### config.mk
export PLATFORM = sky130hd
export DESIGN_NAME = lbvs_mul
export DESIGN_NICKNAME = d
export VERILOG_FILES = /design/src/lbvs_pkg.sv /design/src/lbvs_mul.sv
export SDC_FILE = /design/constraint.sdc
export NUM_CORES = 2
export LEC_CHECK = 0
export BUFFER_PORTS_ARGS = -buffer_cell sky130_fd_sc_hd__buf_2
export CAP_MARGIN = 40
export CORE_ASPECT_RATIO = 1.4
export CORE_MARGIN = 5
export CORE_UTILIZATION = 58
export DETAILED_ROUTE_END_ITERATION = 8
export GPL_ROUTABILITY_DRIVEN = 0
export PLACE_DENSITY = 0.85
export SLEW_MARGIN = 30
export SYNTH_ARGS = -nofsm -noshare
export SYNTH_HDL_FRONTEND = slang
export SYNTH_SLANG_ARGS = --single-unit
### constraint.sdc
create_clock -name clock -period 7.9 [get_ports clock]
set_clock_uncertainty 0.1 [all_clocks]
set_input_delay 0.79 -clock clock [delete_from_list [all_inputs] [get_ports clock]]
set_output_delay 0.79 -clock clock [all_outputs]
set_load 0.01 [all_outputs]
### src/lbvs_pkg.sv
// shared types, constants and helper functions of the vertex skinning core
`default_nettype none
package lbvs_pkg;

   localparam int POS_W      = 32;
   localparam int NRM_W      = 16;
   localparam int WGT_W      = 16;
   localparam int BIDX_W     = 8;
   localparam int TOT_W      = 18;
   localparam int T_W        = 52;
   localparam int D_W        = 36;
   localparam int PS_W       = 52;
   localparam int NS_W       = 56;
   localparam int MAG_W      = 56;
   localparam int MUL_A_W    = 36;
   localparam int MUL_B_W    = 33;
   localparam int MUL_P_W    = MUL_A_W + MUL_B_W;
   localparam int DIV_W      = 56;
   localparam int DEN_W      = 32;
   localparam int SQ_IN_W    = 62;
   localparam int SQ_R_W     = 63;
   localparam int ROOT_W     = 31;
   localparam int CSR_IDX_W  = 1;
   localparam int CSR_DATA_W = 7;
   localparam int BCNT_W     = 7;

   localparam logic [0:0]            OP_PAL_WRITE   = 1'b0;
   localparam logic [0:0]            OP_SKIN        = 1'b1;
   localparam logic [CSR_IDX_W-1:0]  REG_BONE_COUNT = 1'b0;
   localparam logic [CSR_IDX_W-1:0]  REG_NORMALS_EN = 1'b1;
   localparam logic [BCNT_W-1:0]     BONE_COUNT_RST = 7'd64;

   typedef struct packed {
      logic [0:0]               op;
      logic [9:0]               palette_addr;
      logic signed [POS_W-1:0]  palette_value;
      logic signed [POS_W-1:0]  bind_x;
      logic signed [POS_W-1:0]  bind_y;
      logic signed [POS_W-1:0]  bind_z;
      logic signed [NRM_W-1:0]  bind_nx;
      logic signed [NRM_W-1:0]  bind_ny;
      logic signed [NRM_W-1:0]  bind_nz;
      logic [31:0]              bone_indices;
      logic [63:0]              bone_weights;
   } req_type;

   typedef struct packed {
      logic signed [POS_W-1:0]  out_x;
      logic signed [POS_W-1:0]  out_y;
      logic signed [POS_W-1:0]  out_z;
      logic signed [NRM_W-1:0]  out_nx;
      logic signed [NRM_W-1:0]  out_ny;
      logic signed [NRM_W-1:0]  out_nz;
      logic                     rigid;
   } rsp_type;

   typedef struct packed {
      logic              start;
      logic [DIV_W-1:0]  num;
      logic [DEN_W-1:0]  den;
   } div_req_type;

   typedef struct packed {
      logic                start;
      logic [SQ_IN_W-1:0]  value;
   } sqrt_req_type;

   typedef struct packed {
      logic busy;
      logic done;
   } unit_sts_type;

   typedef enum logic [4:0] {
      ST_IDLE,
      ST_LANE,
      ST_RD,
      ST_MP,
      ST_MN,
      ST_AN,
      ST_TR,
      ST_WP,
      ST_WN,
      ST_WD,
      ST_DIVP,
      ST_DIVPW,
      ST_NORM,
      ST_SQM,
      ST_SQA,
      ST_SQRT,
      ST_SQRTW,
      ST_DIVN,
      ST_DIVNW,
      ST_DONE
   } state_type;

   // lanes above the fourth carry no weight
   function automatic logic [WGT_W-1:0] lane_weight(input logic [63:0] wts,
                                                    input logic [3:0] i);
      logic [WGT_W-1:0] w;
      w = '0;
      if (i < 4'd4) w = wts[16*i +: 16];
      return w;
   endfunction

   function automatic logic [BIDX_W-1:0] lane_bone(input logic [31:0] idx,
                                                   input logic [3:0] i);
      logic [BIDX_W-1:0] b;
      b = '0;
      if (i < 4'd4) b = idx[8*i +: 8];
      return b;
   endfunction

   function automatic logic signed [31:0] sat32(input logic signed [63:0] x);
      logic signed [31:0] r;
      if (x > 64'sh0000_0000_7FFF_FFFF) r = 32'sh7FFF_FFFF;
      else if (x < -64'sh0000_0000_8000_0000) r = -32'sh8000_0000;
      else r = 32'(x);
      return r;
   endfunction

endpackage
`default_nettype wire

### src/lbvs_mul.sv
// shared signed multiplier with a registered product
`default_nettype none
module lbvs_mul (
   input  wire logic                                  clock,
   input  wire logic signed [lbvs_pkg::MUL_A_W-1:0]   mul_a,
   input  wire logic signed [lbvs_pkg::MUL_B_W-1:0]   mul_b,
   output      logic signed [lbvs_pkg::MUL_P_W-1:0]   mul_p
);
   import lbvs_pkg::*;

   logic signed [MUL_P_W-1:0] prod_ff;

   always_ff @(posedge clock) begin
      prod_ff <= MUL_P_W'(mul_a) * MUL_P_W'(mul_b);
   end

   assign mul_p = prod_ff;

endmodule
`default_nettype wire

* Word level (Yosys, flattened, before mapping)
Index checks and enable logic that the tools add are counted.
Operators by class: $mul 1
Operators by type and width (number):
- $mul 36x33->69 | 1
Word-level totals: word-level logic and storage cells 2, output and inout port bits 69, bits in registers 69

* Depth between registers and ports, before layout
depth after elaboration 1, mapped depth 29, depth with buffers taken out 27

* Worst setup path after synthesis
OpenSTA, ideal clock, no wires.
kind in2reg, start point input mul_a[35] (netlist bit), end point register prod_ff[66] (netlist: mul_p[66]), stages on the path 25, arrival 8059 ps, setup slack -379 ps, path buffers 2, data required time 7680 ps, path through clkbuf_1 and2_1 fa_1 fa_1 fa_1 fa_1 inv_1 fa_1 inv_1 fa_1 fa_1 inv_1 fa_1 inv_1 ha_1 clkbuf_1 and3_1 and2_1 and3_1 a21oi_1 o21a_1 o21ai_2 and2_1 o41a_1 xor2_1
Between the ends: word-level cells in the longest chain between the ends 1
Ends and longest elaborated chain:
- from (decl) | line lbvs_mul.sv:5 | input wire logic signed [lbvs_pkg::MUL_A_W-1:0] mul_a,
- $mul 36x33->69 | line lbvs_mul.sv:14 | prod_ff <= MUL_P_W'(mul_a) * MUL_P_W'(mul_b);
- to (signal assigned) | line lbvs_mul.sv:14
- to (decl) | line lbvs_mul.sv:11 | logic signed [MUL_P_W-1:0] prod_ff;
No other way between the ends.

* Worst setup path after layout
start point input mul_a[26] (netlist bit), end point register prod_ff[62] (netlist: mul_p[62])
Same word-level chain as after synthesis.

==> flow_summary.toml <==
[timing]
fmax_ghz = 0.1164
postLayoutSetupSlackWorst_ns = -0.6899
worst_pin_slew_ns = 0.6609
maxSlewHeadroom_pct = 55.54
period_share_pct = 108.7
period_needed_ns = 8.590
slew_viol_final = 0
rsz0062_at_grt = "yes"
finalHoldViolations = 0
setup_viol = 28

[clock_network]
cts.clk_slew.worst_paths_ns = 0.06
cts.sinks = 69
cts_tree = "yes"
clk_path_buf_depth = 2
root_buffer = "clkbuf_16"
cts_buffers = 9
htree_num_levels = 3

[synthesis]
synth_cell_types = 54
netlist_area_um2 = 43320
synth-edff-count = 0
postSynthAreaPerCell_um2 = 9.344
syn-instance-count = 4636
ys_warn_count = 0
synth_top_area_cell = "fa_1"
ys.flop_type = "dfxtp_1"
synth_top_cells_by_area = "fa_1, inv_1, and2_1"
async_flop_share_pct = 0
synth_top_area_share_pct = 57.21
synth_fp_nets = 6167
yosysSeqAreaShare_pct = 3.189
synth-seq-cells = 69

[detailed_routing]
drc_errors = 0
drt_pass1_iterations = 6
dr.first_iter.drc_count = 3063
num_vias = 35004
finalWirelength_um = 141700
wl_per_cell_um = 23.87
ant_nets = 0
vias_per_cell = 5.898

[place]
portBuffers = 138
dpl.hpwl_um = 111500

[floorplan]
core_area_um2 = 73970
start_util_pct = 58.56
die-area_um2 = 80330
die_y_um = 333.4
std_cell_rows = 118
die_x_um = 241.0
io_pins = 139

[final_layout]
multiInputGateArea_um2 = 37040
drive_gt1_share_pct = 15.26
final_nets = 6493
num-fill-cells = 4954
seq_area_um2 = 1381
finish.utilization_pct = 66.81
syn_to_final_growth_pct = 14.09
largest_register_ffs = 69

[worst_setup_path]
worstPathRequired_ns = 8.06
cp.arrival_ns = 8.75
path_buf_inv = 8
crit_top_cell = "fa_1"
cp_slowest_cell = "fa_1"
path_class = "input port to flip-flop"
cp-end-kind = "flip-flop"
cp_top_family = "adder cells"
slowest_delay_ns = 0.78
worstSetupStartpointType = "input port"
crit_path_max_fanout = 14

[global_route]
grt_antenna_before_repair = 11
grt_usage_pct = 33.75
grt_pass1_wl_um = 206600
grt_max_degree = 30
overflow = 0
grt_pass1_vias = 39269

[status]
violations = "setup timing"
status = "complete, but fails checks"

[flow_run]
maxCapViolCount = 0

[hold_path]
hold_path.class = "input port to flip-flop"
-- synth_stat cells, types with 14 or more instances --
cell and n:
xor2_1 29, nand2b_1 14, xnor2_1 48, nor2_1 72, a21o_1 24, and2_1 602
ha_1 223, nand2_1 602, fa_1 1238, o21ai_0 36, a21oi_1 68, clkbuf_1 238
nand4_1 16, dfxtp_1 69, inv_1 1224
-- path summary, 6_finish.rpt --
check / start / to / slack, ns / depth (start not counted)
min: mul_b[0] / mul_p[0] / 0.93 / 3
max: mul_a[26] / mul_p[62] / -0.69 / 27
-- worst min-delay path, stage by stage --
cell and delay [ns]:
buf_8 0.14, buf_4 0.22, and2_1 0.18
-- logic make-up (layout without fill, tap and decap cells) --
group	Yosys count	in the layout	share of synthesized area [%]
buf+inv	1469	1800	12.78
fa+ha+maj	1461	1461	63.66
simple gates	1347	1347	15.53
compound gates	213	213	3.296
xor+xnor	77	77	1.557
flops	69	69	3.189
other cells	0	8	0
-- through the flow --
step           setup TNS, ns  area, µm²  cells  hold WS, ns  setup WS, ns
2_1_floorplan       -0.01077      43400   4636       0.8173      -0.01077
3_3_place_gp          -8.777      47450   5878        1.087       -0.5199
3_5_place_dp          -12.87      47450   5878        1.084       -0.6113
4_1_cts                    0      47930   5895       0.9643       0.01436
5_1_grt               -12.67      49410   5931       0.9226       -0.7234
6_report              -10.74      49420   5935       0.9306       -0.6899
-- cell usage in the layout (no fill, tap or decap), types with 20 or more instances in the layout --
master	synthesis	layout
a21o_1	24	24
a21oi_1	68	53
and2_1	602	582
and2_4	0	20
buf_12	0	35
buf_2	5	74
buf_4	0	379
buf_6	2	48
dfxtp_1	69	69
fa_1	1238	1187
fa_2	0	51
ha_1	223	203
inv_1	1224	1197
inv_2	0	24
nand2_1	602	594
nor2_1	72	71
o21ai_0	36	30
xnor2_1	48	47
xor2_1	29	29
-- routing by layer --
metal  global-route usage (%)  wire (µm)  part of all wire (%)  vias to the layer above
li1                         -          -                     -                    13740
met5                        0         50                 0.035                        -
met3                    6.571      13740                   9.7                     1251
met4                    33.00      20410                    14                        6
met2                    58.22      70050                    49                     2621
met1                    32.71      37410                    26                    17386
-- what timing repair did --
action / 4_1_cts / 5_1_grt
hold buffers: 0 / 0
gates cloned: 0 / 4
pin swaps: 10 / 101
setup buffers: 1 / 29
setup endpoints to repair: 19 / 29
gates resized for setup: 51 / 333
-- final cells by class --
| class | count | share of cell area (%) |
|---|---|---|
| sequential | 69 | 2.795 |
| timing repair buffer | 560 | 9.823 |
| multi-input combinational | 3098 | 74.94 |
| clock buffer | 10 | 0.4633 |
| tap | 960 | 2.430 |
| antenna | 8 | 0.04051 |
| inverter | 1224 | 9.314 |
| clock inverter | 6 | 0.1924 |
Power is not shown: default switching activity piles up to over one toggle a cycle in this logic, so the estimate is an artifact.
