[src/lbvs_pkg.sv]
// shared types, constants and helper functions of the vertex skinning core
`default_nettype none
package lbvs_pkg;

   localparam int POS_W      = 32;
   localparam int NRM_W      = 16;
   localparam int WGT_W      = 16;
   localparam int BIDX_W     = 8;
   localparam int TOT_W      = 18;
   localparam int T_W        = 52;
   localparam int D_W        = 36;
   localparam int PS_W       = 52;
   localparam int NS_W       = 56;
   localparam int MAG_W      = 56;
   localparam int MUL_A_W    = 36;
   localparam int MUL_B_W    = 33;
   localparam int MUL_P_W    = MUL_A_W + MUL_B_W;
   localparam int DIV_W      = 56;
   localparam int DEN_W      = 32;
   localparam int SQ_IN_W    = 62;
   localparam int SQ_R_W     = 63;
   localparam int ROOT_W     = 31;
   localparam int CSR_IDX_W  = 1;
   localparam int CSR_DATA_W = 7;
   localparam int BCNT_W     = 7;

   localparam logic [0:0]            OP_PAL_WRITE   = 1'b0;
   localparam logic [0:0]            OP_SKIN        = 1'b1;
   localparam logic [CSR_IDX_W-1:0]  REG_BONE_COUNT = 1'b0;
   localparam logic [CSR_IDX_W-1:0]  REG_NORMALS_EN = 1'b1;
   localparam logic [BCNT_W-1:0]     BONE_COUNT_RST = 7'd64;

   typedef struct packed {
      logic [0:0]               op;
      logic [9:0]               palette_addr;
      logic signed [POS_W-1:0]  palette_value;
      logic signed [POS_W-1:0]  bind_x;
      logic signed [POS_W-1:0]  bind_y;
      logic signed [POS_W-1:0]  bind_z;
      logic signed [NRM_W-1:0]  bind_nx;
      logic signed [NRM_W-1:0]  bind_ny;
      logic signed [NRM_W-1:0]  bind_nz;
      logic [31:0]              bone_indices;
      logic [63:0]              bone_weights;
   } req_type;

   typedef struct packed {
      logic signed [POS_W-1:0]  out_x;
      logic signed [POS_W-1:0]  out_y;
      logic signed [POS_W-1:0]  out_z;
      logic signed [NRM_W-1:0]  out_nx;
      logic signed [NRM_W-1:0]  out_ny;
      logic signed [NRM_W-1:0]  out_nz;
      logic                     rigid;
   } rsp_type;

   typedef struct packed {
      logic              start;
      logic [DIV_W-1:0]  num;
      logic [DEN_W-1:0]  den;
   } div_req_type;

   typedef struct packed {
      logic                start;
      logic [SQ_IN_W-1:0]  value;
   } sqrt_req_type;

   typedef struct packed {
      logic busy;
      logic done;
   } unit_sts_type;

   typedef enum logic [4:0] {
      ST_IDLE,
      ST_LANE,
      ST_RD,
      ST_MP,
      ST_MN,
      ST_AN,
      ST_TR,
      ST_WP,
      ST_WN,
      ST_WD,
      ST_DIVP,
      ST_DIVPW,
      ST_NORM,
      ST_SQM,
      ST_SQA,
      ST_SQRT,
      ST_SQRTW,
      ST_DIVN,
      ST_DIVNW,
      ST_DONE
   } state_type;

   // lanes above the fourth carry no weight
   function automatic logic [WGT_W-1:0] lane_weight(input logic [63:0] wts,
                                                    input logic [3:0] i);
      logic [WGT_W-1:0] w;
      w = '0;
      if (i < 4'd4) w = wts[16*i +: 16];
      return w;
   endfunction

   function automatic logic [BIDX_W-1:0] lane_bone(input logic [31:0] idx,
                                                   input logic [3:0] i);
      logic [BIDX_W-1:0] b;
      b = '0;
      if (i < 4'd4) b = idx[8*i +: 8];
      return b;
   endfunction

   function automatic logic signed [31:0] sat32(input logic signed [63:0] x);
      logic signed [31:0] r;
      if (x > 64'sh0000_0000_7FFF_FFFF) r = 32'sh7FFF_FFFF;
      else if (x < -64'sh0000_0000_8000_0000) r = -32'sh8000_0000;
      else r = 32'(x);
      return r;
   endfunction

endpackage
`default_nettype wire

[src/lbvs_sqrt.sv]
// floor integer square root, two radicand bits per cycle
`default_nettype none
module lbvs_sqrt (
   input  wire logic                          clock,
   input  wire logic                          reset,
   input  wire lbvs_pkg::sqrt_req_type        sqrt_req,
   output      lbvs_pkg::unit_sts_type        sqrt_sts,
   output      logic [lbvs_pkg::ROOT_W-1:0]   sqrt_root
);
   import lbvs_pkg::*;

   localparam int STEPS = SQ_R_W / 2 + 1;
   localparam int CNT_W = $clog2(STEPS + 1);

   logic                busy_ff;
   logic                done_ff;
   logic [CNT_W-1:0]    cnt_ff;
   logic [SQ_IN_W-1:0]  v_ff;
   logic [SQ_R_W-1:0]   r_ff;
   logic [SQ_R_W-1:0]   bit_ff;
   logic [SQ_R_W-1:0]   trial;
   logic                fits;

   always_comb begin
      trial = r_ff + bit_ff;
      fits  = SQ_R_W'(v_ff) >= trial;
   end

   always_ff @(posedge clock) begin
      if (reset) begin
         busy_ff <= 1'b0;
         done_ff <= 1'b0;
         cnt_ff  <= '0;
      end else begin
         done_ff <= 1'b0;
         if (sqrt_req.start) begin
            busy_ff <= 1'b1;
            cnt_ff  <= CNT_W'(STEPS);
         end else if (busy_ff) begin
            cnt_ff <= cnt_ff - 1'b1;
            if (cnt_ff == CNT_W'(1)) begin
               busy_ff <= 1'b0;
               done_ff <= 1'b1;
            end
         end
      end
   end

   always_ff @(posedge clock) begin
      if (sqrt_req.start) begin
         v_ff   <= sqrt_req.value;
         r_ff   <= '0;
         bit_ff <= SQ_R_W'(1) << (SQ_R_W - 1);
      end else if (busy_ff) begin
         if (fits) begin
            v_ff <= SQ_IN_W'(SQ_R_W'(v_ff) - trial);
            r_ff <= (r_ff >> 1) + bit_ff;
         end else begin
            r_ff <= r_ff >> 1;
         end
         bit_ff <= bit_ff >> 2;
      end
   end

   assign sqrt_sts.busy = busy_ff;
   assign sqrt_sts.done = done_ff;
   assign sqrt_root     = r_ff[ROOT_W-1:0];

endmodule
`default_nettype wire

[config.mk]
export PLATFORM = sky130hd
export DESIGN_NAME = lbvs_sqrt
export DESIGN_NICKNAME = d
export VERILOG_FILES = /design/src/lbvs_pkg.sv /design/src/lbvs_sqrt.sv
export SDC_FILE = /design/constraint.sdc
export NUM_CORES = 1
export LEC_CHECK = 0
export BUFFER_PORTS_ARGS = -buffer_cell sky130_fd_sc_hd__buf_4
export CORE_MARGIN = 5
export CORE_UTILIZATION = 30
export CTS_BUF_LIST = sky130_fd_sc_hd__clkbuf_8
export CTS_CLUSTER_SIZE = 28
export DETAILED_ROUTE_END_ITERATION = 16
export PLACE_DENSITY = 0.47
export SKIP_LAST_GASP = 1
export SYNTH_ARGS = -nofsm -noshare
export SYNTH_HDL_FRONTEND = slang
export SYNTH_SLANG_ARGS = --single-unit
[constraint.sdc]
create_clock -name clock -period 6.6 [get_ports clock]
set_clock_uncertainty 0.05 [all_clocks]
set_input_delay 0.33 -clock clock [delete_from_list [all_inputs] [get_ports clock]]
set_output_delay 0.33 -clock clock [all_outputs]
set_load 0.05 [all_outputs]
### Word level (Yosys, flattened, before mapping)

Index checks and enable logic that the tools add are counted.

* flip-flop bits (word level): 165
* output and inout port bits: 33
* input port bits: 65
* word-level logic and storage cells: 29

* bitwise gates (word level): 1
* $lt $le $gt $ge: 1
* multiplexer cells: 10
* reductions and logical operators: 5
* add/sub/neg operators: 4
* eq/ne operators: 1

Operators with widths (number)
* 2-to-1 mux 62 bit: 3
* adder 62 x 63 -> 63 bit: 1
* adder 63 bit: 1
* greater-or-equal comparator 62 x 63 -> 1 bit: 1
* 2-to-1 mux 63 bit: 1
* subtractor 62 bit: 1
* 2-to-1 mux 6 bit: 2
* equality test 6 x 1 -> 1 bit (second input constant): 1
* subtractor 6 x 1 -> 6 bit (second input constant): 1
* 2-to-1 mux 1 bit: 4
* nonzero test 2 bit: 2
* OR reduction 3 bit: 1
* AND reduction 2 bit: 1
* OR reduction 2 bit: 1
* NOT 1 bit: 1

### Longest topological paths before layout

* depth after elaboration: 5
* mapped depth: 28
* depth with buffers taken out: 25

### Least setup slack after synthesis

Ideal clock, no wire load.

* kind: reg-to-reg
* from: reg r_ff[14]
* to: reg v_ff[0], enable pin
* buffers on the path: 1
* arrival time: 6332 ps
* path slack: -203 ps
* clock period less this slack: 6803 ps
* data required time: 6129 ps
* library setup time: 421 ps
* cell stages (with the launch flop): 24
* path through: dfxtp_1 > ha_1 > nand4_1 > or3_1 > o21ai_0 > nor2_1 > o31ai_1 > a21oi_1 > nor2b_1 > nor2_1 > nor2_1 > o21ba_2 > xor2_1 > ha_1 > nand2_1 > or4_1 > a2111oi_0 > a21bo_2 > a21oi_1 > o211ai_1 > nor2_1 > buf_2 > nand2_1 > nand2_1

* longest elaborated chain between the ends: 4

RTL lines
* start, declared: line lbvs_sqrt.sv:19 `logic [SQ_R_W-1:0] r_ff;`
* start signal, assigned: line lbvs_sqrt.sv:57 `r_ff <= (r_ff >> 1) + bit_ff;`
* start signal, assigned: line lbvs_sqrt.sv:59 `r_ff <= r_ff >> 1;`
* adder 63 bit: line lbvs_sqrt.sv:25 `trial = r_ff + bit_ff;`
* greater-or-equal comparator 62 x 63 -> 1 bit: line lbvs_sqrt.sv:26 `fits = SQ_R_W'(v_ff) >= trial;`
* nonzero test 2 bit (no line)
* AND reduction 2 bit (no line)
* end signal, assigned: line lbvs_sqrt.sv:51 `v_ff <= sqrt_req.value;`
* end signal, assigned: line lbvs_sqrt.sv:56 `v_ff <= SQ_IN_W'(SQ_R_W'(v_ff) - trial);`
* end, declared: line lbvs_sqrt.sv:18 `logic [SQ_IN_W-1:0] v_ff;`

Every way passes these cells.
A chain may end at the register's enable or synchronous reset.

### Final worst setup path

* from: reg r_ff[28]
* to: reg r_ff[57]

* longest elaborated chain between the ends: 3
* elaborated cells between the ends (all ways): 4
* those cells by class: add/sub: 2; order compare: 1; mux: 1

RTL lines
* adder 63 bit: line lbvs_sqrt.sv:25
* greater-or-equal comparator 62 x 63 -> 1 bit: line lbvs_sqrt.sv:26
* 2-to-1 mux 63 bit *: line lbvs_sqrt.sv:55 `if (fits) begin`

Every way passes the cells marked *; elsewhere a longest branch is shown, timed or not.

==> reports/summary.txt <==
worst setup path category -> reg2reg
H-tree Lvls -> 4
IO Port Bufs -> 97
Final Max Tran Viols -> 0
Final Hold Viols -> 0
Setup crit start kind -> register
mapped cell area -> 15100 sq um
cts bufs inserted -> 17
Final WS setup -> 315.3 ps
Die Y-Extent -> 234.3 um
post-route ant nets -> 0
share of power burned in registers -> 35.7%
max-cap violation count -> 0
first-pass GRT wire length -> 78.43 mm
Initial Utilization -> 30.22%
pin count of the biggest net entering global routing -> 82
Ys Warns -> 0
switching fraction of total power -> 41.46%
routed via count -> 14328
worst slew pin tran -> 1000 ps
total chip power -> 3.573 mW
# DRC -> 0
pre-CTS WS -> 42.39 ps
root buffer cell -> clkbuf_8
FF+latch count, synth -> 165
status -> finished clean
Int Power -> 2.091 mW
final cell count without fillers -> 2656
sequential element share of the synthesized area -> 25.99%
Die W -> 234.3 um
CP required -> 6980 ps
die area -> 54910 sq um
initial drt markers -> 813
share of the synthesized area in the top cell type -> 13.66%
Vias/cell -> 5.395
row count -> 82
Syn Nets -> 2121
share of cells above drive strength 1 -> 12.70%
Core Util, Final -> 34.15%
hold_ws -> 42.69 ps
GRT Overall Usage -> 18.07%
clock slew at the register clock pins of the worst setup and hold paths -> 100 ps
Min-Delay Path Depth -> 3
Static Leak -> 6.426 nW
NetSw -> 1.481 mW
post-synth top area cell -> dfxtp_1
CTS Buffer Depth -> 2
min cycle time layout -> 6285 ps
CTS tree -> done
DR WL/cell -> 19.03 um
fmax -> 159.1 MHz
P&R area growth vs syn -> 13.00%
vias in the first global route -> 14080
power share of the combinational group -> 44.0%
Post-Syn Instances -> 1927
IO Pins -> 98
Detailed Route WL -> 50.54 mm
routability cong. -> 0.9074
Max transition margin -> 33.30%
Placed Cells -> 2613
initial antenna violation count -> 0
GRT overflow -> 0
core area -> 49970 sq um
Synth area leaders -> dfxtp_1 (14%), edfxtp_1 (12%), ha_1 (11%), xnor2_1 (5.7%), nor2_1 (5.6%)
setup_tns -> 0 ps
Worst IR Drop VDD -> 0.0001114 V
1st-pass router iterations -> 5
Setup violations, final -> 0
Critical Path AT -> 6660 ps
Power Dens Cells -> 209.4 nW/um^2
distinct cell type count after synthesis -> 74
Skew-Pair Late Insertion Delay -> 520 ps
top_reg_cell synth -> dfxtp_1
HP Class -> in2reg
share of synthesized registers carrying an async set or reset -> 0%
n_diodes -> 0
clock share of power -> 20.3%
Final Cell Area -> 17060 sq um
Mean Syn Cell Area -> 7.835 sq um
Final #Nets -> 2165
worst reg2reg path depth -> 23
DP HPWL -> 38.87 mm
dpl cell area -> 16480 sq um
Worst Path Max Fanout -> 32
Sink Count -> 165
EDFF count, synth -> 62
most common cell in the synthesized netlist -> nor2_1
crit end category -> register
synth cell count leaders -> nor2_1 (224), nand2_1 (200), o21ai_0 (140)
Final period util -> 95.22%
[area by class of cell]
class                   instances  area, sq um
well taps                     672        840.8
repair buffers                164         1296
multi-input cells            1582        10490
flip-flops and latches        165         3928
clock inverters                14        106.4
inverters                      41        153.9
clock buffers                  18        247.7
fillers                      5348        32900
[metal layers]
layer / wire [um] / part of all wire [%] / GRT usage [%] / up-vias
li1: - / - / - / 7119
met1: 22610 / 45 / 22.80 / 6863
met2: 24970 / 49 / 32.09 / 292
met3: 1940 / 3.8 / 3.003 / 54
met4: 1021 / 2.0 / 4.579 / 0
met5: 0 / 0 / 0 / -
[flip-flops by register name, summed over array words and instances (netlist names)]
signal,flops
bit_ff,32
busy_ff,1
cnt_ff,6
done_ff,1
r_ff,63
v_ff,62
[power groups by stage]
| stage | combinational, mW | clock [mW] | sequential [mW] |
|---|---|---|---|
| after detailed placement | 1.56 | 0 | 1.30 |
| after CTS | 1.57 | 0.761 | 1.28 |
| after floorplan | 1.15 | 0 | 1.26 |
| final | 1.57 | 0.725 | 1.28 |
| after global placement | 1.56 | 0 | 1.30 |
| after global routing | 1.74 | 0.796 | 1.29 |
[logic make-up (layout without fill, tap and decap cells)]
kind of cell / Yosys count / count (layout) / share of synthesized area, %
buf+inv: 180 / 237 / 5.453
flops: 165 / 165 / 25.99
mux: 54 / 54 / 3.655
compound gates: 580 / 580 / 25.12
fa+ha+maj: 129 / 129 / 10.74
xor+xnor: 153 / 153 / 8.875
simple gates: 666 / 666 / 20.17
[worst max-delay path, cell delays in order, from the launching register on]
cell       delay (ps)
dfxtp_1           390
ha_1              400
nand3_1           180
a2111oi_4         320
nor3b_2           110
a2111oi_4         360
nor2_1            160
o21ai_1           190
a21o_1            150
a31o_2            170
nand2_1            60
xor2_1            160
ha_2              390
nand4_1           150
or2_1             270
or4_1             470
a2111oi_0         380
a21bo_2           290
a21oi_1           220
o211ai_1          190
or2_1             280
buf_12            180
or3_1             360
a311oi_1          300
[path summary, 6_finish.rpt]
path / start / end / slack [ps]
setup / recovery: r_ff[28] / r_ff[57] / 320
hold reg to reg: cnt_ff[1] / cnt_ff[1] / 450
hold / removal: sqrt_req[22] / v_ff[22] / 40
setup reg to reg: r_ff[28] / r_ff[57] / 320
[timing repair]
item	4_1_cts	5_1_grt
resized for setup	0	24
hold buffers	8	0
setup endpoints to repair	0	125
hold endpoints to repair	9	0
buffers inserted	0	3
[cell usage in the layout (no fill, tap or decap), drive strengths merged, types with 54 or more instances in the layout]
| cell | Yosys | routed |
|---|---|---|
| a21oi | 132 | 132 |
| buf | 59 | 156 |
| dfxtp | 103 | 103 |
| edfxtp | 62 | 62 |
| ha | 128 | 128 |
| nand2 | 200 | 200 |
| nor2 | 224 | 224 |
| o21ai | 140 | 140 |
| xnor2 | 99 | 99 |
| xor2 | 54 | 54 |
(Power assumes the default switching activity.)
