[src/lbvs_pkg.sv]
// shared types, constants and helper functions of the vertex skinning core
`default_nettype none
package lbvs_pkg;

   localparam int POS_W      = 32;
   localparam int NRM_W      = 16;
   localparam int WGT_W      = 16;
   localparam int BIDX_W     = 8;
   localparam int TOT_W      = 18;
   localparam int T_W        = 52;
   localparam int D_W        = 36;
   localparam int PS_W       = 52;
   localparam int NS_W       = 56;
   localparam int MAG_W      = 56;
   localparam int MUL_A_W    = 36;
   localparam int MUL_B_W    = 33;
   localparam int MUL_P_W    = MUL_A_W + MUL_B_W;
   localparam int DIV_W      = 56;
   localparam int DEN_W      = 32;
   localparam int SQ_IN_W    = 62;
   localparam int SQ_R_W     = 63;
   localparam int ROOT_W     = 31;
   localparam int CSR_IDX_W  = 1;
   localparam int CSR_DATA_W = 7;
   localparam int BCNT_W     = 7;

   localparam logic [0:0]            OP_PAL_WRITE   = 1'b0;
   localparam logic [0:0]            OP_SKIN        = 1'b1;
   localparam logic [CSR_IDX_W-1:0]  REG_BONE_COUNT = 1'b0;
   localparam logic [CSR_IDX_W-1:0]  REG_NORMALS_EN = 1'b1;
   localparam logic [BCNT_W-1:0]     BONE_COUNT_RST = 7'd64;

   typedef struct packed {
      logic [0:0]               op;
      logic [9:0]               palette_addr;
      logic signed [POS_W-1:0]  palette_value;
      logic signed [POS_W-1:0]  bind_x;
      logic signed [POS_W-1:0]  bind_y;
      logic signed [POS_W-1:0]  bind_z;
      logic signed [NRM_W-1:0]  bind_nx;
      logic signed [NRM_W-1:0]  bind_ny;
      logic signed [NRM_W-1:0]  bind_nz;
      logic [31:0]              bone_indices;
      logic [63:0]              bone_weights;
   } req_type;

   typedef struct packed {
      logic signed [POS_W-1:0]  out_x;
      logic signed [POS_W-1:0]  out_y;
      logic signed [POS_W-1:0]  out_z;
      logic signed [NRM_W-1:0]  out_nx;
      logic signed [NRM_W-1:0]  out_ny;
      logic signed [NRM_W-1:0]  out_nz;
      logic                     rigid;
   } rsp_type;

   typedef struct packed {
      logic              start;
      logic [DIV_W-1:0]  num;
      logic [DEN_W-1:0]  den;
   } div_req_type;

   typedef struct packed {
      logic                start;
      logic [SQ_IN_W-1:0]  value;
   } sqrt_req_type;

   typedef struct packed {
      logic busy;
      logic done;
   } unit_sts_type;

   typedef enum logic [4:0] {
      ST_IDLE,
      ST_LANE,
      ST_RD,
      ST_MP,
      ST_MN,
      ST_AN,
      ST_TR,
      ST_WP,
      ST_WN,
      ST_WD,
      ST_DIVP,
      ST_DIVPW,
      ST_NORM,
      ST_SQM,
      ST_SQA,
      ST_SQRT,
      ST_SQRTW,
      ST_DIVN,
      ST_DIVNW,
      ST_DONE
   } state_type;

   // lanes above the fourth carry no weight
   function automatic logic [WGT_W-1:0] lane_weight(input logic [63:0] wts,
                                                    input logic [3:0] i);
      logic [WGT_W-1:0] w;
      w = '0;
      if (i < 4'd4) w = wts[16*i +: 16];
      return w;
   endfunction

   function automatic logic [BIDX_W-1:0] lane_bone(input logic [31:0] idx,
                                                   input logic [3:0] i);
      logic [BIDX_W-1:0] b;
      b = '0;
      if (i < 4'd4) b = idx[8*i +: 8];
      return b;
   endfunction

   function automatic logic signed [31:0] sat32(input logic signed [63:0] x);
      logic signed [31:0] r;
      if (x > 64'sh0000_0000_7FFF_FFFF) r = 32'sh7FFF_FFFF;
      else if (x < -64'sh0000_0000_8000_0000) r = -32'sh8000_0000;
      else r = 32'(x);
      return r;
   endfunction

endpackage
`default_nettype wire

[src/lbvs_div.sv]
// restoring divider, one quotient bit per cycle
`default_nettype none
module lbvs_div (
   input  wire logic                          clock,
   input  wire logic                          reset,
   input  wire lbvs_pkg::div_req_type         div_req,
   output      lbvs_pkg::unit_sts_type        div_sts,
   output      logic [lbvs_pkg::DIV_W-1:0]    div_quo
);
   import lbvs_pkg::*;

   localparam int CNT_W = $clog2(DIV_W + 1);

   logic              busy_ff;
   logic              done_ff;
   logic [CNT_W-1:0]  cnt_ff;
   logic [DEN_W-1:0]  rem_ff;
   logic [DIV_W-1:0]  quo_ff;
   logic [DEN_W-1:0]  den_ff;
   logic [DEN_W:0]    shifted;
   logic              ge;
   logic [DEN_W-1:0]  rem_in;

   always_comb begin
      shifted = {rem_ff, quo_ff[DIV_W-1]};
      ge      = shifted >= {1'b0, den_ff};
      rem_in  = ge ? DEN_W'(shifted - {1'b0, den_ff}) : shifted[DEN_W-1:0];
   end

   always_ff @(posedge clock) begin
      if (reset) begin
         busy_ff <= 1'b0;
         done_ff <= 1'b0;
         cnt_ff  <= '0;
      end else begin
         done_ff <= 1'b0;
         if (div_req.start) begin
            busy_ff <= 1'b1;
            cnt_ff  <= CNT_W'(DIV_W);
         end else if (busy_ff) begin
            cnt_ff <= cnt_ff - 1'b1;
            if (cnt_ff == CNT_W'(1)) begin
               busy_ff <= 1'b0;
               done_ff <= 1'b1;
            end
         end
      end
   end

   always_ff @(posedge clock) begin
      if (div_req.start) begin
         rem_ff <= '0;
         quo_ff <= div_req.num;
         den_ff <= div_req.den;
      end else if (busy_ff) begin
         rem_ff <= rem_in;
         quo_ff <= {quo_ff[DIV_W-2:0], ge};
      end
   end

   assign div_sts.busy = busy_ff;
   assign div_sts.done = done_ff;
   assign div_quo      = quo_ff;

endmodule
`default_nettype wire

[config.mk]
export PLATFORM = sky130hd
export DESIGN_NAME = lbvs_div
export DESIGN_NICKNAME = d
export VERILOG_FILES = /design/src/lbvs_pkg.sv /design/src/lbvs_div.sv
export SDC_FILE = /design/constraint.sdc
export NUM_CORES = 1
export LEC_CHECK = 0
export BUFFER_PORTS_ARGS = -buffer_cell sky130_fd_sc_hd__buf_4
export CAP_MARGIN = 20
export CELL_PAD_IN_SITES_DETAIL_PLACEMENT = 1
export CELL_PAD_IN_SITES_GLOBAL_PLACEMENT = 1
export CORE_AREA = 5 5 133 135
export CTS_CLUSTER_SIZE = 25
export DETAILED_ROUTE_END_ITERATION = 10
export DIE_AREA = 0 0 138 140
export GPL_TIMING_DRIVEN = 0
export MAX_ROUTING_LAYER = met4
export PLACE_DENSITY = 0.86
export SYNTH_ARGS = -nofsm -noshare
export SYNTH_HDL_FRONTEND = slang
export SYNTH_SLANG_ARGS = --single-unit
[constraint.sdc]
create_clock -name clock -period 3.2 [get_ports clock]
set_clock_uncertainty 0.1 [all_clocks]
set_input_delay 0.64 -clock clock [delete_from_list [all_inputs] [get_ports clock]]
set_output_delay 0.64 -clock clock [all_outputs]
set_load 0.03 [all_outputs]
After elaboration in Yosys (flattened, before gate mapping)
Cells that the tools add are included.

Eq/ne operators: 1. Reduce and logical (&&, ||, !) cells: 3. Muxes and demuxes: 9. $lt $le $gt $ge: 1. $add $sub $neg: 2. Bitwise logic cells: 1.

Operators with widths (number): 56-bit 2-to-1 mux (2); 33-bit by 32-bit >= comparator with 1-bit output (1); 32-bit 2-to-1 mux (1); 32-bit subtractor (1); 6-bit 2-to-1 mux (2); 6-bit by 1-bit equality test with 1-bit output, second input constant (1); 6-bit by 1-bit subtractor with 6-bit output, second input constant (1); 1-bit 2-to-1 mux (4); 3-bit OR reduction (1); 2-bit nonzero test (1); 2-bit OR reduction (1); 1-bit NOT (1).

Output and inout port bits: 58. Register bits: 128.

Logic depth before layout (Yosys ltp)
Gate-level depths: netlist (run 1).

Depth after elaboration: 4. Depth in mapped cells: 13. Mapped depth without buffers: 12.

Worst setup path after synthesis (run 1)
No wires, ideal clock.

Kind: reg-to-reg. Start: reg quo_ff[55], in the netlist div_quo[55]. End: reg rem_ff[24]. Slack: 230 ps. Buffers on the path: 0. Data arrival time: 2779 ps. Data required time: 3009 ps. Period minus slack after synthesis: 2970 ps. Stages on the path, launching flop included: 13. Cell sequence: edfxtp_1 inv_1 ha_1 fa_1 nor2b_1 o2111ai_1 a31oi_1 a21oi_1 o21ai_0 a21oi_1 xnor2_1 nand2_1 a311oi_1.

Word-level cells in the longest chain between the ends: 2.

Ends and longest elaborated chain: from (decl) (line lbvs_div.sv:18) `logic [DIV_W-1:0] quo_ff;`; from (signal assigned) (line lbvs_div.sv:53) `quo_ff <= div_req.num;`; from (signal assigned) (line lbvs_div.sv:57) `quo_ff <= {quo_ff[DIV_W-2:0], ge};`; 32-bit subtractor or 33-bit by 32-bit >= comparator with 1-bit output (tied branches) (line lbvs_div.sv:27, lbvs_div.sv:26); 32-bit 2-to-1 mux (*) (line lbvs_div.sv:27) `rem_in = ge ? DEN_W'(shifted - {1'b0, den_ff}) : shifted[DEN_W-1:0];`; to (signal assigned) (line lbvs_div.sv:56) `rem_ff <= rem_in;`; to (decl) (line lbvs_div.sv:17) `logic [DEN_W-1:0] rem_ff;`.

Every way passes the cells marked *; elsewhere a longest branch is shown, timed or not. A chain may end at the register's enable or synchronous reset.

Final worst setup path (run 1)
Start: reg quo_ff[55], in the netlist div_quo[55]. End: reg rem_ff[20].

The elaborated chain is that of the path after synthesis.

==> metrics.json, run 1 <==
{
  "status": {
    "run_status": "complete, no violations"
  },
  "timing": {
    "period_needed_ps": 3070,
    "final_period_util_pct": 96.1,
    "setup_viol_count_final": 0,
    "maxClockFrequency_mhz": 325,
    "timing.final.hold_violations": 0,
    "timing_max_transition_violations_final": 0,
    "slew-limit-headroom_pct": 39.9,
    "setup_repair_after_global_routing_missed_its_margin": "true",
    "worst_pin_slew_ps": 898,
    "tns_ps": 0
  },
  "final_layout": {
    "design.final.nets": 937,
    "synthToLayoutAreaGrowth_pct": 29.9,
    "diodes": 0,
    "postLayoutCoreUtil_pct": 54.8,
    "num-fill-cells": 1803,
    "stdcell_area_um2": 8950,
    "drive_above_1_share_pct": 33.5
  },
  "critical_path": {
    "start_kind": "flip-flop",
    "worst-setup-path-type": "reg -> reg",
    "cp.required_ps": 3430,
    "critical_path.slowest_cell": "fa_1",
    "cp_slowest_stage_delay_ps": 410,
    "path_max_fanout": 4,
    "type_of_destination_of_the_critical_path": "flip-flop",
    "cp_cell_sequence": "inv_1 -> ha_1 -> fa_1 -> nor2b_2 -> o2111ai_1 -> a31oi_2 -> a221o_1 -> a221oi_2 -> o21ai_0 -> xor2_1 -> nand2_1 -> a311oi_1",
    "critPathArrivalTime_ps": 3310
  },
  "pwr": {
    "design_power_total_mw": 5.20,
    "max-vdd-ir-drop_mv": 0.538,
    "powerDensity_nw_per_um2": 581,
    "leakage_nw": 3.74
  },
  "yosys": {
    "synth-async-reset-ratio_pct": 0,
    "ys.flop_type": "edfxtp_1",
    "synthesis.area_um2": 6890,
    "synth.ff_latch_count": 128,
    "ys_warns": 0,
    "netlist-cell-type-count": 59,
    "seq_area_frac_synth_pct": 49.9,
    "synth-edff-count": 88,
    "synth_area_per_cell_um2": 10.8,
    "syn_inst": 640,
    "synth_nets": 766
  },
  "routing": {
    "firstDrtPassIters": 5,
    "via_count": 5651,
    "routed_met3_length_um": 1610,
    "antenna_left": 0,
    "wl_met1_um": 8200,
    "highest-signal-layer": "met4",
    "drt-vias-per-instance": 5.41,
    "wl_per_cell_um": 20.0,
    "initialDrtViolationCount": 270,
    "post-route-drc-count": 0,
    "routed-wl-met2_um": 10700,
    "wl_um": 20800
  },
  "floorplan": {
    "core.rowCount": 47,
    "io_pins": 149,
    "die_area_um2": 19300,
    "chipWidth_um": 138,
    "initial_utilization_pct": 42.2,
    "die_h_um": 140,
    "design.core.area_um2": 16300
  },
  "place": {
    "dpl_cell_area_um2": 8290,
    "detailed_place_hpwl_um": 15400,
    "portBuffers": 147,
    "place_congestion": 0.852
  },
  "worst_hold_path": {
    "hp-class": "in -> reg"
  },
  "global_route": {
    "wire_length_of_the_first_global_routing_pass_um": 33000,
    "grt_pass1_vias": 6240,
    "grt_util_all_layers_pct": 22.1,
    "grt_max_degree": 34,
    "global_route.overflow_total": 0,
    "antenna_found_initial": 0
  },
  "cts": {
    "cts-hold-fix-buffers": 0,
    "cts_inserted_buffers": 17,
    "tritoncts_clock_tree": "yes",
    "cts.path.max_buffers": 2,
    "numClockSinks": 128,
    "clkLatencyLatePin_ps": 430,
    "clock_transition_time_at_the_flip_flop_clock_pins_of_the_worst_setup_and_hold_paths_ps": 60,
    "maximum_level_of_the_cts_h_tree": 4,
    "root_buffer": "clkbuf_16"
  },
  "job": {
    "cap_violations": 0
  }
}
-- final timing paths --
| kind | from | to | slack (ps) | cells after the start |
|---|---|---|---|---|
| worst min register to register | rem_ff[31] | rem_ff[31] | 390 | 2 |
| worst max register to register | div_quo[55] | rem_ff[20] | 130 | 12 |
| worst min-delay path | div_req[26] | den_ff[26] | 290 | 1 |
| worst max-delay path | div_quo[55] | rem_ff[20] | 130 | 12 |
-- worst max-delay path: cells and delay by family (launching register included) --
kind	cells	cell delay (ps)
AOI/OAI and AO/OA	6	1360
xor gates and xnor gates	1	200
adders and majority gates	2	630
buffers and inverters	1	60
DFF	1	400
and+or+nand+nor	2	250
-- cells in the mapped netlist (5+ instances only) --
cell type  number  share of area [%]
xor2_1         11                1.4
nor2_1         52                2.8
ha_1           34                6.2
o21ai_1         8               0.58
a21o_1         15                1.6
a211oi_2        5               0.91
mux2_2         56                9.1
dfxtp_1        40                 12
nor2b_1         7               0.64
nand4_1        10               0.91
inv_1          43                2.3
edfxtp_1       88                 38
o21ai_0        25                1.8
buf_2           7               0.51
o21bai_1        7               0.76
a311oi_1       15                1.9
o21a_1          8               0.87
a21oi_1        27                2.0
clkbuf_1       15               0.82
nor3_1         12               0.87
nand2_1        71                3.9
xnor2_1        21                2.7
-- layer usage --
metal,global-route usage [%],up-vias
li1,-,2652
met1,23.4,2805
met2,38.8,164
met3,8.59,30
met4,5.98,0
met5,-,-
-- placed cells by master, fill, tap and decap left out, types with 16 or more instances in the layout --
master     instances
o21ai_0           20
nand2_1           71
inv_1             42
buf_4            153
a21oi_1           25
nor2_1            52
mux2_2            56
edfxtp_1          88
xnor2_1           21
clkbuf_1          16
clkbuf_16         17
ha_1              34
dfxtp_1           40
-- metrics by stage --
stage | instances | worst slack [ps] | hold WS (ps)
after floorplan | 640 | 230 | 327
after global placement | 1007 | -784 | 356
after detailed placement | 1008 | -301 | 383
after CTS | 1040 | 11.3 | 276
after global routing | 1044 | -49.1 | 272
final | 1044 | 125 | 289
-- flip-flops by register name, summed over array words and instances, names as in the netlist --
signal   flops
den_ff      32
div_quo     56
done_ff      1
cnt_ff       6
busy_ff      1
rem_ff      32
-- final cells by class --
cell class	instances	area (µm²)	share of cell area, %
Timing Repair Buffer	152	1150	12.9
Inverter	43	161	1.80
Multi-Input combinational cell	434	3140	35.1
Buffer	35	179	2.00
Clock buffer	19	433	4.84
Clock inverter	13	164	1.83
Sequential cell	128	3440	38.5
Tap cell	220	275	3.07
-- timing repair --
action / in CTS / in global routing
gates resized for setup: 5 / 10
buffers inserted: 0 / 4
endpoints found under the hold margin: 0 / 0
pin swaps: 1 / 3
gates cloned: 0 / 0
setup endpoints to repair: 12 / 17
-- report_power, final --
part	switching, mW	internal [mW]	total (mW)
clock network	0.770	1.23	2.00
logic	0.673	0.485	1.16
registers	0.0998	1.94	2.04
total	1.54	3.66	5.20
-- logic make-up (layout without fill, tap and decap cells) --
logic type	Yosys count	count (layout)	share of synthesized area, %
AO/OA/AOI/OAI	135	135	13.6
XOR/XNOR	32	32	4.07
adder cells (fa/ha/maj)	35	35	6.46
buffers and inverters	78	262	4.88
flip-flops	128	128	49.9
multiplexers	58	58	9.44
AND/OR/NAND/NOR	174	174	11.6
Note: power is estimated with default switching activity, not from simulation.
==> inputs of run 2 (changes only) <==
--- a/config.mk
+++ b/config.mk
@@ -9,13 +9,13 @@
 export CAP_MARGIN = 20
 export CELL_PAD_IN_SITES_DETAIL_PLACEMENT = 1
 export CELL_PAD_IN_SITES_GLOBAL_PLACEMENT = 1
-export CORE_AREA = 5 5 133 135
+export CORE_AREA = 5 5 139 141
 export CTS_CLUSTER_SIZE = 25
 export DETAILED_ROUTE_END_ITERATION = 10
-export DIE_AREA = 0 0 138 140
+export DIE_AREA = 0 0 144 146
 export GPL_TIMING_DRIVEN = 0
 export MAX_ROUTING_LAYER = met4
-export PLACE_DENSITY = 0.86
+export PLACE_DENSITY = 0.83
 export SYNTH_ARGS = -nofsm -noshare
 export SYNTH_HDL_FRONTEND = slang
 export SYNTH_SLANG_ARGS = --single-unit
==> constraint.sdc (replaced) <==
create_clock -name clock -period 2.79 [get_ports clock]
set_clock_uncertainty 0.1 [all_clocks]
set_input_delay 0.558 -clock clock [delete_from_list [all_inputs] [get_ports clock]]
set_output_delay 0.558 -clock clock [all_outputs]
set_load 0.02 [all_outputs]
==> metrics.json, run 2 (synthesized netlist as in run 1, its figures left out) <==
{
  "final_layout": {
    "drive_above_1_share_pct": 40.4,
    "final_cells": 1074,
    "stdcell_area_um2": 9570,
    "synthToLayoutAreaGrowth_pct": 38.9,
    "diodes": 0,
    "num-fill-cells": 1934,
    "layout.cells.most_common": "buf_4",
    "postLayoutCoreUtil_pct": 53.7,
    "design.final.nets": 958,
    "layout_common_cells": "174 x buf_4, 88 x edfxtp_1, 69 x nand2_1",
    "largest_register_ffs": 56
  },
  "cts": {
    "cts_inserted_buffers": 17,
    "tritoncts_clock_tree": "yes",
    "cts.path.max_buffers": 2,
    "cts-hold-fix-buffers": 0,
    "clock_transition_time_at_the_flip_flop_clock_pins_of_the_worst_setup_and_hold_paths_ps": 70,
    "maximum_level_of_the_cts_h_tree": 4,
    "root_buffer": "clkbuf_16",
    "numClockSinks": 128,
    "clkLatencyLatePin_ps": 440
  },
  "global_route": {
    "wire_length_of_the_first_global_routing_pass_um": 34300,
    "global_route.overflow_total": 0,
    "antenna_found_initial": 0,
    "grt_pass1_vias": 6346,
    "grt_max_degree": 34,
    "grt_util_all_layers_pct": 21.9
  },
  "floorplan": {
    "die_h_um": 146,
    "design.core.area_um2": 17800,
    "die_area_um2": 21000,
    "chipWidth_um": 144,
    "io_pins": 149,
    "initial_utilization_pct": 38.6,
    "core.rowCount": 49
  },
  "critical_path": {
    "r2r_start": "rem_ff[21]",
    "start_kind": "flip-flop",
    "worst-setup-path-type": "reg -> reg",
    "timing.critical_path.from": "rem_ff[21]",
    "path_max_fanout": 10,
    "critPathArrivalTime_ps": 3130,
    "cp.required_ps": 3020,
    "type_of_destination_of_the_critical_path": "flip-flop"
  },
  "timing": {
    "timing.final.hold_violations": 0,
    "setup_repair_after_global_routing_missed_its_margin": "true",
    "period_needed_ps": 2900,
    "slew-limit-headroom_pct": 47.2,
    "worst_pin_slew_ps": 791,
    "timing_max_transition_violations_final": 0,
    "final.hold.worst_slack_ps": 189,
    "setup_viol_count_final": 21,
    "maxClockFrequency_mhz": 344,
    "timing.final.ws_setup_ps": -113,
    "final_period_util_pct": 104
  },
  "pwr": {
    "combPwrFrac_pct": 24.7,
    "max-vdd-ir-drop_mv": 0.468,
    "pwr-share-seq_pct": 38.3,
    "leakage_nw": 3.92,
    "switching_power_mw": 1.93,
    "powerDensity_nw_per_um2": 639,
    "switching_share_pct": 31.6,
    "pwr-share-clk_pct": 37.1,
    "cellInternalPower_mw": 4.18
  },
  "place": {
    "placed_cells_incl_taps": 1017,
    "detailed_place_hpwl_um": 15300,
    "portBuffers": 147,
    "place_congestion": 0.846,
    "dpl_cell_area_um2": 8320
  },
  "routing": {
    "wl_per_cell_um": 21.4,
    "post-route-drc-count": 0,
    "antenna_left": 0,
    "initialDrtViolationCount": 211,
    "firstDrtPassIters": 5,
    "via_count": 5819,
    "wl_um": 23000,
    "drt-vias-per-instance": 5.42
  },
  "worst_hold_path": {
    "min-delay-start": "div_req[23]",
    "hp-class": "in -> reg"
  },
  "status": {
    "violations": "negative setup slack",
    "run_status": "finished with violations"
  },
  "job": {
    "cap_violations": 0
  }
}
-- run 2: final cells by class --
| type | count | area [µm²] | area share, % |
|---|---|---|---|
| Clock buffer | 18 | 429 | 4.48 |
| Buffer | 33 | 248 | 2.59 |
| Timing Repair Buffer | 175 | 1350 | 14.1 |
| Multi-Input combinational cell | 434 | 3510 | 36.6 |
| Tap cell | 229 | 287 | 2.99 |
| Inverter | 43 | 161 | 1.69 |
| Sequential cell | 128 | 3440 | 36.0 |
| Clock inverter | 14 | 148 | 1.54 |
-- run 2: worst max-delay path, stage by stage, from the launching register on --
cell      delay (ps)
dfxtp_1          360
ha_1             310
buf_6            130
a21oi_4           60
o21ai_4          240
a41o_1           190
o31ai_4          100
or3_4            420
o21ai_4          190
buf_12           160
buf_8            150
nand2_1           60
a311oi_1         310
-- run 2: path summary, 6_finish.rpt --
| kind | endpoint | slack [ps] | cells after the start |
|---|---|---|---|
| worst max-delay path | rem_ff[24] | -110 | 12 |
| worst min-delay path | den_ff[23] | 190 | 1 |
| worst min register to register | rem_ff[31] | 380 | 2 |
| worst max register to register | rem_ff[24] | -110 | 12 |
-- run 2: timing repair --
action / 4_1_cts / 5_1_grt
pin swaps: 20 / 19
endpoints found under the hold margin: 0 / 0
cloned: 1 / 0
buffers inserted: 18 / 9
setup endpoints to repair: 33 / 64
resized for setup: 60 / 50
-- run 2: routing by layer --
metal	global-route usage (%)	part of all wire, %	up-vias	wire [µm]
li1	-	-	2698	-
met1	23.5	37	2895	8580
met2	37.8	53	182	12300
met3	6.74	6.6	44	1520
met4	7.86	2.7	0	624
met5	-	0	-	0
-- run 2: power groups by stage --
stage          clock, mW  combinational (mW)  sequential [mW]
5_1_grt             2.38                1.62             2.36
6_report            2.27                1.51             2.34
3_3_place_gp           0                1.20             2.36
2_1_floorplan          0               0.688             2.45
3_5_place_dp           0                1.25             2.37
4_1_cts             2.29                1.39             2.34
-- run 2: stage by stage --
step | worst slack (ps) | TNS, ps | power [mW]
2_1_floorplan | 35.7 | 0 | 3.14
3_3_place_gp | -1260 | -81220 | 3.56
3_5_place_dp | -481 | -31370 | 3.61
4_1_cts | -86.1 | -183 | 6.01
5_1_grt | -195 | -3750 | 6.35
6_report | -113 | -983 | 6.11
==> inputs of run 3 (changes only) <==
--- a/config.mk
+++ b/config.mk
@@ -5,7 +5,7 @@
 export SDC_FILE = /design/constraint.sdc
 export NUM_CORES = 1
 export LEC_CHECK = 0
-export BUFFER_PORTS_ARGS = -buffer_cell sky130_fd_sc_hd__buf_4
+export BUFFER_PORTS_ARGS = -buffer_cell sky130_fd_sc_hd__buf_2
 export CAP_MARGIN = 20
 export CELL_PAD_IN_SITES_DETAIL_PLACEMENT = 1
 export CELL_PAD_IN_SITES_GLOBAL_PLACEMENT = 1
==> metrics.json, run 3 (synthesized netlist as in run 1, its figures left out) <==
{
  "global_route": {
    "grt_pass1_vias": 6100,
    "grt_util_all_layers_pct": 20.4,
    "grt_max_degree": 44,
    "global_route.overflow_total": 0,
    "antenna_found_initial": 2,
    "wire_length_of_the_first_global_routing_pass_um": 32300
  },
  "floorplan": {
    "die_h_um": 146,
    "initial_utilization_pct": 38.6,
    "design.core.area_um2": 17800,
    "core.rowCount": 49,
    "die_area_um2": 21000,
    "chipWidth_um": 144,
    "io_pins": 149
  },
  "status": {
    "run_status": "finished with violations",
    "violations": "negative setup slack"
  },
  "final_layout": {
    "layout.cells.most_common": "buf_2",
    "largest_register_ffs": 56,
    "num-fill-cells": 1934,
    "synthToLayoutAreaGrowth_pct": 37.6,
    "design.final.nets": 963,
    "drive_above_1_share_pct": 44.6,
    "layout_common_cells": "146 x buf_2, 88 x edfxtp_1, 55 x mux2_2, 55 x nand2_1, 52 x nor2_1",
    "postLayoutCoreUtil_pct": 53.2
  },
  "timing": {
    "setup_viol_count_final": 33,
    "timing_max_transition_violations_final": 0,
    "period_needed_ps": 3060,
    "slew-limit-headroom_pct": 37.9,
    "final_period_util_pct": 110,
    "timing.final.ws_setup_ps": -272,
    "worst_pin_slew_ps": 929,
    "maxClockFrequency_mhz": 327,
    "timing.final.hold_violations": 0,
    "setup_repair_after_global_routing_missed_its_margin": "true"
  },
  "place": {
    "detailed_place_hpwl_um": 14600,
    "place_congestion": 0.829,
    "detailedPlace.worstSlack_ps": -552,
    "portBuffers": 147
  },
  "critical_path": {
    "path_max_fanout": 6,
    "cp_num_cells": 12,
    "critPathArrivalTime_ps": 3270,
    "worstReg2RegEnd": "rem_ff[11]",
    "cp_cell_sequence": "ha_1 -> buf_6 -> nand4_1 -> nor3_2 -> inv_1 -> o211a_1 -> or3_4 -> o21ai_4 -> buf_12 -> buf_8 -> nand2_1 -> a311oi_1",
    "worstRegToRegCells": 12,
    "critical_path.slowest_cell": "or3_4",
    "timing.critical_path.to": "rem_ff[11]",
    "timing.critical_path.from": "rem_ff[8]",
    "r2r_setup_slack_ps": -270,
    "type_of_destination_of_the_critical_path": "flip-flop",
    "start_kind": "flip-flop",
    "worstPathBufferInverterCount": 4,
    "worst_path_dominant_cell_family": "compound AO/OA/AOI/OAI gates",
    "cp_slowest_stage_delay_ps": 370,
    "worst-setup-path-type": "reg -> reg",
    "cp.required_ps": 3000,
    "r2r_start": "rem_ff[8]"
  },
  "routing": {
    "wl_met1_um": 8910,
    "drt-vias-per-instance": 5.37,
    "antenna_left": 0,
    "wl_per_cell_um": 21.4,
    "via_count": 5806,
    "wl_um": 23100,
    "routed_met3_length_um": 1240,
    "firstDrtPassIters": 5,
    "initialDrtViolationCount": 264,
    "routed-wl-met2_um": 12400,
    "highest-signal-layer": "met4",
    "post-route-drc-count": 0
  },
  "pwr": {
    "switching_share_pct": 32.5,
    "max-vdd-ir-drop_mv": 0.462,
    "combPwrFrac_pct": 24.7,
    "leakage_nw": 3.93,
    "switching_power_mw": 2.00,
    "pwr-share-clk_pct": 37.4,
    "pwr-share-seq_pct": 37.9,
    "cellInternalPower_mw": 4.17,
    "powerDensity_nw_per_um2": 650
  },
  "cts": {
    "root_buffer": "clkbuf_16",
    "maximum_level_of_the_cts_h_tree": 4,
    "tritoncts_clock_tree": "yes",
    "numClockSinks": 128,
    "cts.path.max_buffers": 2,
    "clkLatencyLatePin_ps": 440,
    "clock_transition_time_at_the_flip_flop_clock_pins_of_the_worst_setup_and_hold_paths_ps": 70,
    "cts_inserted_buffers": 17
  },
  "worst_hold_path": {
    "hp-class": "in -> reg"
  },
  "job": {
    "cap_violations": 0
  }
}
==> run 3: worst register-to-register path, stage by stage, from the launching register on <==
cell      delay (ps)
dfxtp_1          360
ha_1             320
buf_6            120
nand4_1          140
nor3_2           190
inv_1            100
o211a_1          250
or3_4            370
o21ai_4          250
buf_12           180
buf_8            130
nand2_1           60
a311oi_1         340
==> run 3: how the worst min path moves through the flow <==
stage,startpoint,to,slack (ps),depth (start not counted)
5_1_grt,div_req[17],den_ff[17],180,1
3_3_place_gp,rem_ff[31],rem_ff[31],350,2
2_1_floorplan,rem_ff[31],rem_ff[31],330,2
6_report,div_req[13],den_ff[13],200,1
3_5_place_dp,rem_ff[31],rem_ff[31],360,2
4_1_cts,div_req[17],den_ff[17],180,1
==> run 3: power by group through the flow <==
| stage | Sequential [mW] | Combinational, mW | Clock (mW) |
|---|---|---|---|
| 6_report | 2.34 | 1.52 | 2.31 |
| 5_1_grt | 2.35 | 1.63 | 2.43 |
| 4_1_cts | 2.33 | 1.28 | 2.31 |
| 3_5_place_dp | 2.36 | 1.16 | 0 |
| 3_3_place_gp | 2.36 | 1.11 | 0 |
| 2_1_floorplan | 2.45 | 0.688 | 0 |
==> run 3: layout make-up <==
type                            count  area, µm²  area share [%]
Tap cell                          229        287            3.02
Timing Repair Buffer              179       1090            11.5
Buffer                             34        275            2.90
Multi-Input combinational cell    434       3640            38.3
Clock inverter                     15        166            1.75
Antenna cell                        2       5.00          0.0527
Sequential cell                   128       3440            36.3
Clock buffer                       17        425            4.48
Inverter                           43        161            1.70
==> run 3: layer usage <==
layer  GRT usage, %  up-vias
met3           6.05       46
met4           5.74        0
met2           34.8      169
met1           23.1     2871
met5              -        -
li1               -     2720
==> run 3: through the flow <==
stage	hold WS [ps]	cells	instance area [µm²]	total power, mW	setup TNS, ps
2_1_floorplan	327	640	6910	3.14	0
3_3_place_gp	354	1016	7930	3.47	-105610
3_5_place_dp	361	1017	7950	3.52	-51640
4_1_cts	181	1061	8870	5.92	-67.8
5_1_grt	177	1081	9490	6.41	-7690
6_report	196	1081	9490	6.17	-4150
==> run 3: what timing repair did <==
| action | 4_1_cts | 5_1_grt |
|---|---|---|
| gates cloned | 1 | 3 |
| hold buffers | 0 | 0 |
| setup buffers | 11 | 17 |
| gates resized for setup | 55 | 108 |
| pin swaps | 11 | 37 |
| endpoints found under the setup margin | 35 | 33 |
